==> config.mk <==
export PLATFORM = sky130hd
export DESIGN_NAME = rism_fifo
export DESIGN_NICKNAME = d
export VERILOG_FILES = /design/src/rtl/core/rism_pkg.sv /design/src/rtl/core/rism_fifo.sv
export SDC_FILE = /design/constraint.sdc
export NUM_CORES = 1
export LEC_CHECK = 0
export BUFFER_PORTS_ARGS = -buffer_cell sky130_fd_sc_hd__buf_4
export CORE_MARGIN = 1.5
export CORE_UTILIZATION = 50
export DETAILED_ROUTE_END_ITERATION = 6
export GPL_ROUTABILITY_DRIVEN = 0
export PLACE_DENSITY = 0.73
export SLEW_MARGIN = 25
export SYNTH_ARGS = -nofsm -noshare
export SYNTH_HDL_FRONTEND = slang
export SYNTH_SLANG_ARGS = --single-unit
==> constraint.sdc <==
create_clock -name clock -period 2.1 [get_ports clock]
set_input_delay 0.21 -clock clock [delete_from_list [all_inputs] [get_ports clock]]
set_output_delay 0.21 -clock clock [all_outputs]
set_load 0.01 [all_outputs]
==> src/rtl/core/rism_pkg.sv <==
// rism_pkg: shared types, command codes and sizing constants for the
// row-indexed sparse matrix-vector multiply. no dependencies.
`timescale 1ns / 1ps

package rism_pkg;

   localparam int DEF_MAX_DIM     = 64;
   localparam int DEF_STORE_DEPTH = 1024;
   localparam int DEF_QUEUE_DEPTH = 4;

   localparam int DIM_W  = 7;   // width of the vector_length register
   localparam int SLOT_W = 17;  // holds any slot number up to 65536 and any index word
   localparam int ACC_W  = 82;  // exact sum of up to 65537 q32.32 products

   localparam logic [1:0] CMD_STORE  = 2'd0;
   localparam logic [1:0] CMD_VECTOR = 2'd1;
   localparam logic [1:0] CMD_RUN    = 2'd2;

   typedef struct packed {
      logic [1:0]         command;
      logic [9:0]         address;
      logic signed [31:0] value;
      logic [10:0]        index_word;
   } req_type;

   typedef struct packed {
      logic [5:0]         row;
      logic signed [31:0] row_value;
      logic               error;
      logic               last;
   } rsp_type;

   typedef struct packed {
      logic empty;
      logic full;
   } fifo_stat_type;

   // floor shift by 16 then saturate to signed 32 bits
   function automatic logic [31:0] sat_result(input logic [ACC_W-1:0] acc);
      logic [ACC_W-48:0] top;
      top = acc[ACC_W-1:47];
      if ((&top) || !(|top)) begin
         return acc[47:16];
      end
      return acc[ACC_W-1] ? 32'h8000_0000 : 32'h7FFF_FFFF;
   endfunction

endpackage

==> src/rtl/core/rism_fifo.sv <==
// rism_fifo: small register queue used between the ports and the engine.
// depends on rism_pkg for the status struct.
`timescale 1ns / 1ps

module rism_fifo #(
   parameter int WIDTH = 8,
   parameter int DEPTH = 4
) (
   input  logic                   clock,
   input  logic                   reset,
   input  logic                   push,
   input  logic [WIDTH-1:0]       push_data,
   input  logic                   pop,
   output logic [WIDTH-1:0]       head_data,
   output rism_pkg::fifo_stat_type stat
);
   import rism_pkg::*;

   localparam int PW = (DEPTH > 1) ? $clog2(DEPTH) : 1;

   logic [WIDTH-1:0] mem_ff [DEPTH];
   logic [PW-1:0]    wr_ptr_ff, wr_ptr_in;
   logic [PW-1:0]    rd_ptr_ff, rd_ptr_in;
   logic [PW:0]      count_ff, count_in;
   logic             do_push, do_pop;

   assign stat.empty = (count_ff == '0);
   assign stat.full  = (count_ff == (PW+1)'(DEPTH));
   assign do_push    = push && !stat.full;
   assign do_pop     = pop && !stat.empty;
   assign head_data  = mem_ff[rd_ptr_ff];

   always_comb begin
      wr_ptr_in = wr_ptr_ff;
      rd_ptr_in = rd_ptr_ff;
      count_in  = count_ff;
      if (do_push) begin
         wr_ptr_in = (wr_ptr_ff == PW'(DEPTH - 1)) ? '0 : wr_ptr_ff + PW'(1);
      end
      if (do_pop) begin
         rd_ptr_in = (rd_ptr_ff == PW'(DEPTH - 1)) ? '0 : rd_ptr_ff + PW'(1);
      end
      if (do_push && !do_pop) begin
         count_in = count_ff + (PW+1)'(1);
      end else if (do_pop && !do_push) begin
         count_in = count_ff - (PW+1)'(1);
      end
   end

   always_ff @(posedge clock) begin
      if (reset) begin
         wr_ptr_ff <= '0;
         rd_ptr_ff <= '0;
         count_ff  <= '0;
      end else begin
         wr_ptr_ff <= wr_ptr_in;
         rd_ptr_ff <= rd_ptr_in;
         count_ff  <= count_in;
      end
   end

   always_ff @(posedge clock) begin
      if (do_push) begin
         mem_ff[wr_ptr_ff] <= push_data;
      end
   end

endmodule

Word-level counts from Yosys, hierarchy flattened
Memory sizes are Yosys's and may differ from the RTL's. A register that Yosys moved wholly into a read port is not among the register bits.
Index checks and enable logic that the tools add are counted.

word-level totals
  flip-flop bits (word level) = 7
  latch bits = 0
  bits in writable memories = 32
  bits in read-only memories = 0
  output and inout bits = 10
  memories kept = 1

operators by class
  add/subtract/negate cells = 4
  multiply operators = 0
  div/mod/pow operators = 0
  $lt $le $gt $ge = 0
  eq/ne operators = 3
  shift operators = 0
  mux-type cells = 8
  bitwise logic cells = 0
  reduce and logical (&&, ||, !) cells = 10

memories
  memory  depth  bits a word  read ports  clocked after Yosys merged registers in  wr ports  RTL line         source
  mem_ff  4      8            1           1                                        1         rism_fifo.sv:21  logic [WIDTH-1:0] mem_ff [DEPTH];

operators with widths
  kind                   count
  $mux W2                4
  $mux W3                2
  $add A2 B1 Y2 const B  2
  $eq A2 B2 Y1 const B   2
  $logic_and A1 B1 Y1    4
  $logic_not A1 Y1       4
  $add A3 B1 Y3 const B  1
  $eq A3 B3 Y1 const B   1
  $logic_not A3 Y1       1
  $sub A3 B1 Y3 const B  1
  $mux W1                2
  $reduce_bool A2 Y1     1

Logic depth before layout (Yosys ltp)
  word-level depth = 7
  depth in mapped cells = 10
  mapped depth without buffers = 9

Least setup slack after synthesis
Ideal clock, no wire load.

  path kind = register to register
  from = register count_ff[0]
  to = register count_ff[2]
  library setup time = 70 ps
  arrival time = 2103 ps
  setup slack = -74 ps
  stages on the path, launching flop included = 11
  path buffers = 1
  clock period less this slack = 2174 ps
  cell sequence = dfxtp_1 > or3b_1 > buf_6 > clkinv_4 > nor2_2 > ha_1 > inv_1 > fa_1 > xor2_1 > or3_2 > a21oi_1

RTL lines
  what                    RTL line         source
  start, declared         rism_fifo.sv:24  logic [PW:0] count_ff, count_in;
  start signal, assigned  rism_fifo.sv:58  count_ff <= count_in;

Final worst setup path
  from = register count_ff[2]
  to = register count_ff[2]

between the ends
  longest elaborated chain between the ends = 6

RTL lines
  what                                 RTL line         source
  $eq A3 B3 Y1 (*)                     rism_fifo.sv:28  assign stat.full = (count_ff == (PW+1)'(DEPTH));
  $logic_not A1 Y1 (*)                 rism_fifo.sv:29  assign do_push = push && !stat.full;
  $logic_and A1 B1 Y1 (*)              rism_fifo.sv:29
  net do_push                          rism_fifo.sv:25  logic do_push, do_pop;
  $logic_not A1 Y1                     rism_fifo.sv:45  end else if (do_pop && !do_push) begin
  $logic_and A1 B1 Y1                  rism_fifo.sv:45
  $reduce_bool A2 Y1 (no source line)  n/a

Mark *: on every way through the listed nets, which the timed path passes. The rest lies on a longest branch. The select of a mux whose other input is x is not followed.
A chain may end at the register's enable or synchronous reset.

==> metrics.md <==
| Metric | Value |
|---|---|
| M3 GR Usage | `0.0682` |
| Leakage dissipation | `about 0.00076 uW` |
| Vias in the first global route | `895` |
| Clock buffer count from CTS | `5` |
| Post-route cell area | `slightly above 2000 um^2` |
| Cells after Synth | `around 90` |
| Width of the die | `~60 um` |
| Pin count of the biggest net entering global routing | `14` |
| Minimum clock period after layout | `2.04 ns` |
| Global Route met2 Usage | `0.295` |
| Most frequent standard cell in the layout excluding fill and tap cells | `sky130_fd_sc_hd__edfxtp_1` |
| Number of max-slew violations in the final report | `0` |
| Detailed-routing iteration count for the pre-antenna-repair pass | `4` |
| Result of the run | `completed` |
| Critical path launch point | `count_ff[2]$_SDFFE_PP0P_` |
| NetSw | `just over 600 uW` |
| Capture instance of the worst register-to-register path | `count_ff[2]$_SDFFE_PP0P_` |
| Area of the die | `3640 um^2` |
| Combinational fraction of design power | `0.286` |
| Arrival time at the worst endpoint | `2.32 ns` |
| Final critical-path share of the clock period | `0.973` |
| Post-detailed-placement half-perimeter wirelength | `1830 um` |
| Area growth syn-to-layout | `23.1%` |
| Post-synth top area share | `0.584` |
| Post-synthesis cell area | `about 1600 um^2` |
| Post-detailed-route count of antenna-violating nets | `0` |
| Top Ports | `22` |
| Syn nets | `111` |
| Placed cell areas | `1880 um^2` |
| Placeable core region | `3080 um^2` |
| Insertion delay to the later sink of the worst-skew pair | `between 0.3 and 0.4 ns` |
| R2r worst-path depth | `9` |
| I/O Buffers | `21` |
| # fillers | `roughly 230` |
| Warnings from Yosys | `0` |
| Initial core utilization | `0.535` |
| Library cell with the largest summed area after synthesis | `sky130_fd_sc_hd__edfxtp_1` |
| Synthesized-area fraction occupied by xor and xnor cells | `0.0106` |
| Class of the tightest hold or removal check | `input pin to register` |
| Total number of clock tree sinks | `41` |
| Global-route usage over all layers | `0.171` |
| CTS tree | `built` |
| Unique masters post-synth | `26` |
| Clock Path Buffers | `2` |
| Worst VDD drop | `0.801 mV` |
| Combinational family with the most area after synthesis | `multiplexers` |
| Final total negative setup slack | `0 ns` |
| Num rows | `20` |
| Layout net count | `143` |
| Switching power as a share of total power | `0.261` |
| Critical path start-end classification | `register to register` |
| Post-Synth Adder-Cell Area | `0.0578` |
| Internal power | `1750 uW` |
| Type of destination of the critical path | `register` |
| Required time of the worst setup path | `between 2 and 2.5 ns` |
| First DRT Iteration DRCs | `10` |
| Multiplexer area fraction after synthesis | `0.122` |
| Post-synthesis simple-gate area fraction | `0.0570` |
| Slew at the pin closest to its max-slew limit | `0.393 ns` |
| Die outline height | `a little over 60 um` |
| Flops & latches, synth | `41` |
| Worst setup path endpoint | `count_ff[2]$_SDFFE_PP0P_` |
| Areal power density over the cells | `1170 nW/um^2` |
| Number of diodes added for antenna fixing | `0` |
| Top fanout value on the critical path | `4` |
| Cts hold-fix bufs | `0` |
| Final setup violation count | `0` |
| Compound-gate portion of the synthesized area | `0.0304` |
| Count of endpoints failing hold in the final timing report | `0` |
| Sequential fraction of design power | `0.455` |
| Total detailed-routing wirelength | `2570 um` |
| Highest-utilization routing layer at the global route stage | `met2` |
| Achievable Freq | `489 MHz` |
| Via count | `868` |
| Post-route DRC | `0` |
| Max-slew headroom at the worst pin | `0.738` |
| Clock root buffer | `sky130_fd_sc_hd__clkbuf_4` |
| Max-cap violation count | `0` |
| Launching point of the worst reg2reg path | `count_ff[2]$_SDFFE_PP0P_` |
| Number of antenna violations at the first check in global routing | `0` |
| Average wire length per cell after detail routing | `around 15 um` |
| First-pass GRT wire length | `4200 um` |
| Synthesized area per cell | `around 18 um^2` |
| Sequential-to-total area share from yosys stat | `0.694` |
| CP startpoint kind | `register` |
| Via/cell ratio | `5.14` |
| M1 GR Usage | `0.187` |
| Grt total ovfl | `0` |
| Clock transition at path regs | `around 0.12 ns` |
| Most frequent cells in the layout | `sky130_fd_sc_hd__edfxtp_1, sky130_fd_sc_hd__buf_4, sky130_fd_sc_hd__mux4_2` |
| Clock Power Share | `0.259` |
| Worst clock skew | `between 0.01 and 0.015 ns` |
| CTS H-tree lvls | `2` |
| Reg-to-reg slack, setup | `0.06 ns` |
| Setup repair after global routing missed its margin | `yes` |
| Fraction of layout cells with a size suffix above 1 | `0.488` |
| Dominant cells by area after synthesis | `sky130_fd_sc_hd__edfxtp_1, sky130_fd_sc_hd__dfxtp_1, sky130_fd_sc_hd__mux4_2` |
metal layers:
layer,wire length (um),vias to the layer above
li1,-,418
met1,963,426
met2,1430,18
met3,129,6
met4,49,0
met5,0,-
through the flow:
stage                     cells  worst slack, ns  total power [uW]  utilization  hold slack, ns
final                       169           0.0561              2370        0.658          0.0489
after global routing        169          -0.0218              2500        0.658          0.0185
after detailed placement    158          -0.0780              1730        0.612           0.417
after global placement      158           0.0367              1700        0.612           0.409
after CTS                   167           0.0745              2390        0.652          0.0337
after floorplan              92           0.0172              1480            -           0.309
sequential cells by signal (all words and copies together) (netlist names), named ones only:
signal / count
rd_ptr_ff: 2
mem_ff: 32
wr_ptr_ff: 2
count_ff: 3
repair_timing:
| item | CTS | global route |
|---|---|---|
| pin swaps | 1 | 0 |
| resized for setup | 5 | 1 |
| hold endpoints to repair | 0 | 0 |
| gates cloned | 0 | 0 |
| endpoints found under the setup margin | 1 | 1 |
| buffers inserted | 1 | 2 |
worst min-delay path by stage:
stage | from | to | depth (start not counted)
final | push_data[7] | mem_ff[2][7]$_DFFE_PP_ | 1
after global routing | push_data[7] | mem_ff[2][7]$_DFFE_PP_ | 1
after detailed placement | push_data[7] | mem_ff[2][7]$_DFFE_PP_ | 1
after global placement | push_data[5] | mem_ff[3][5]$_DFFE_PP_ | 1
after floorplan | push_data[0] | mem_ff[0][0]$_DFFE_PP_ | 0
after CTS | push_data[7] | mem_ff[2][7]$_DFFE_PP_ | 1
synthesized netlist by cell type (all sizes together):
library cell and n:
edfxtp 32, dfxtp 9, mux4 8, ha 6, and3 4, inv 4, nor2 4, a21oi 3
buf 3, mux2i 2, nand3 2, nor3 2, o21ai 2, o31ai 2, or3 2, xor2 2
clkbuf 1, clkinv 1, fa 1, nand2 1, or3b 1
logic make-up (layout without fill, tap and decap cells):
group	Yosys count	after routing
buffers and inverters	9	42
AND/OR/NAND/NOR	16	16
multiplexers	10	10
XOR/XNOR	2	2
AO/OA/AOI/OAI	7	7
flip-flops	41	41
adder cells (fa/ha/maj)	7	7
power groups by stage:
| stage | clock [uW] | sequential [uW] | combinational [uW] |
|---|---|---|---|
| global route | 667 | 1100 | 740 |
| global placement | 0 | 1090 | 611 |
| finish | 614 | 1080 | 678 |
| detailed placement | 0 | 1100 | 634 |
| CTS | 633 | 1080 | 671 |
| floorplan | 0 | 1060 | 418 |
worst max-delay path: stages, from the launching register on:
cell                       delay, ns
sky130_fd_sc_hd__dfxtp_4        0.37
sky130_fd_sc_hd__or3b_4         0.25
sky130_fd_sc_hd__clkinv_4       0.06
sky130_fd_sc_hd__nor2_4         0.09
sky130_fd_sc_hd__ha_2           0.19
sky130_fd_sc_hd__inv_1          0.05
sky130_fd_sc_hd__fa_2           0.33
sky130_fd_sc_hd__xor2_1         0.16
sky130_fd_sc_hd__or3_4          0.34
sky130_fd_sc_hd__a21oi_2        0.13
cell type report:
type / instances / area (um^2) / area share
Timing Repair Buffer: 29 / 218 / 0.107
Inverter: 5 / 23.8 / 0.0117
Clock inverter: 3 / 65.1 / 0.0321
Tap cell: 44 / 55.1 / 0.0272
Clock buffer: 5 / 37.5 / 0.0185
Sequential cell: 41 / 1150 / 0.568
Multi-Input combinational cell: 42 / 477 / 0.235
Note: power is estimated with default switching activity, not from simulation.
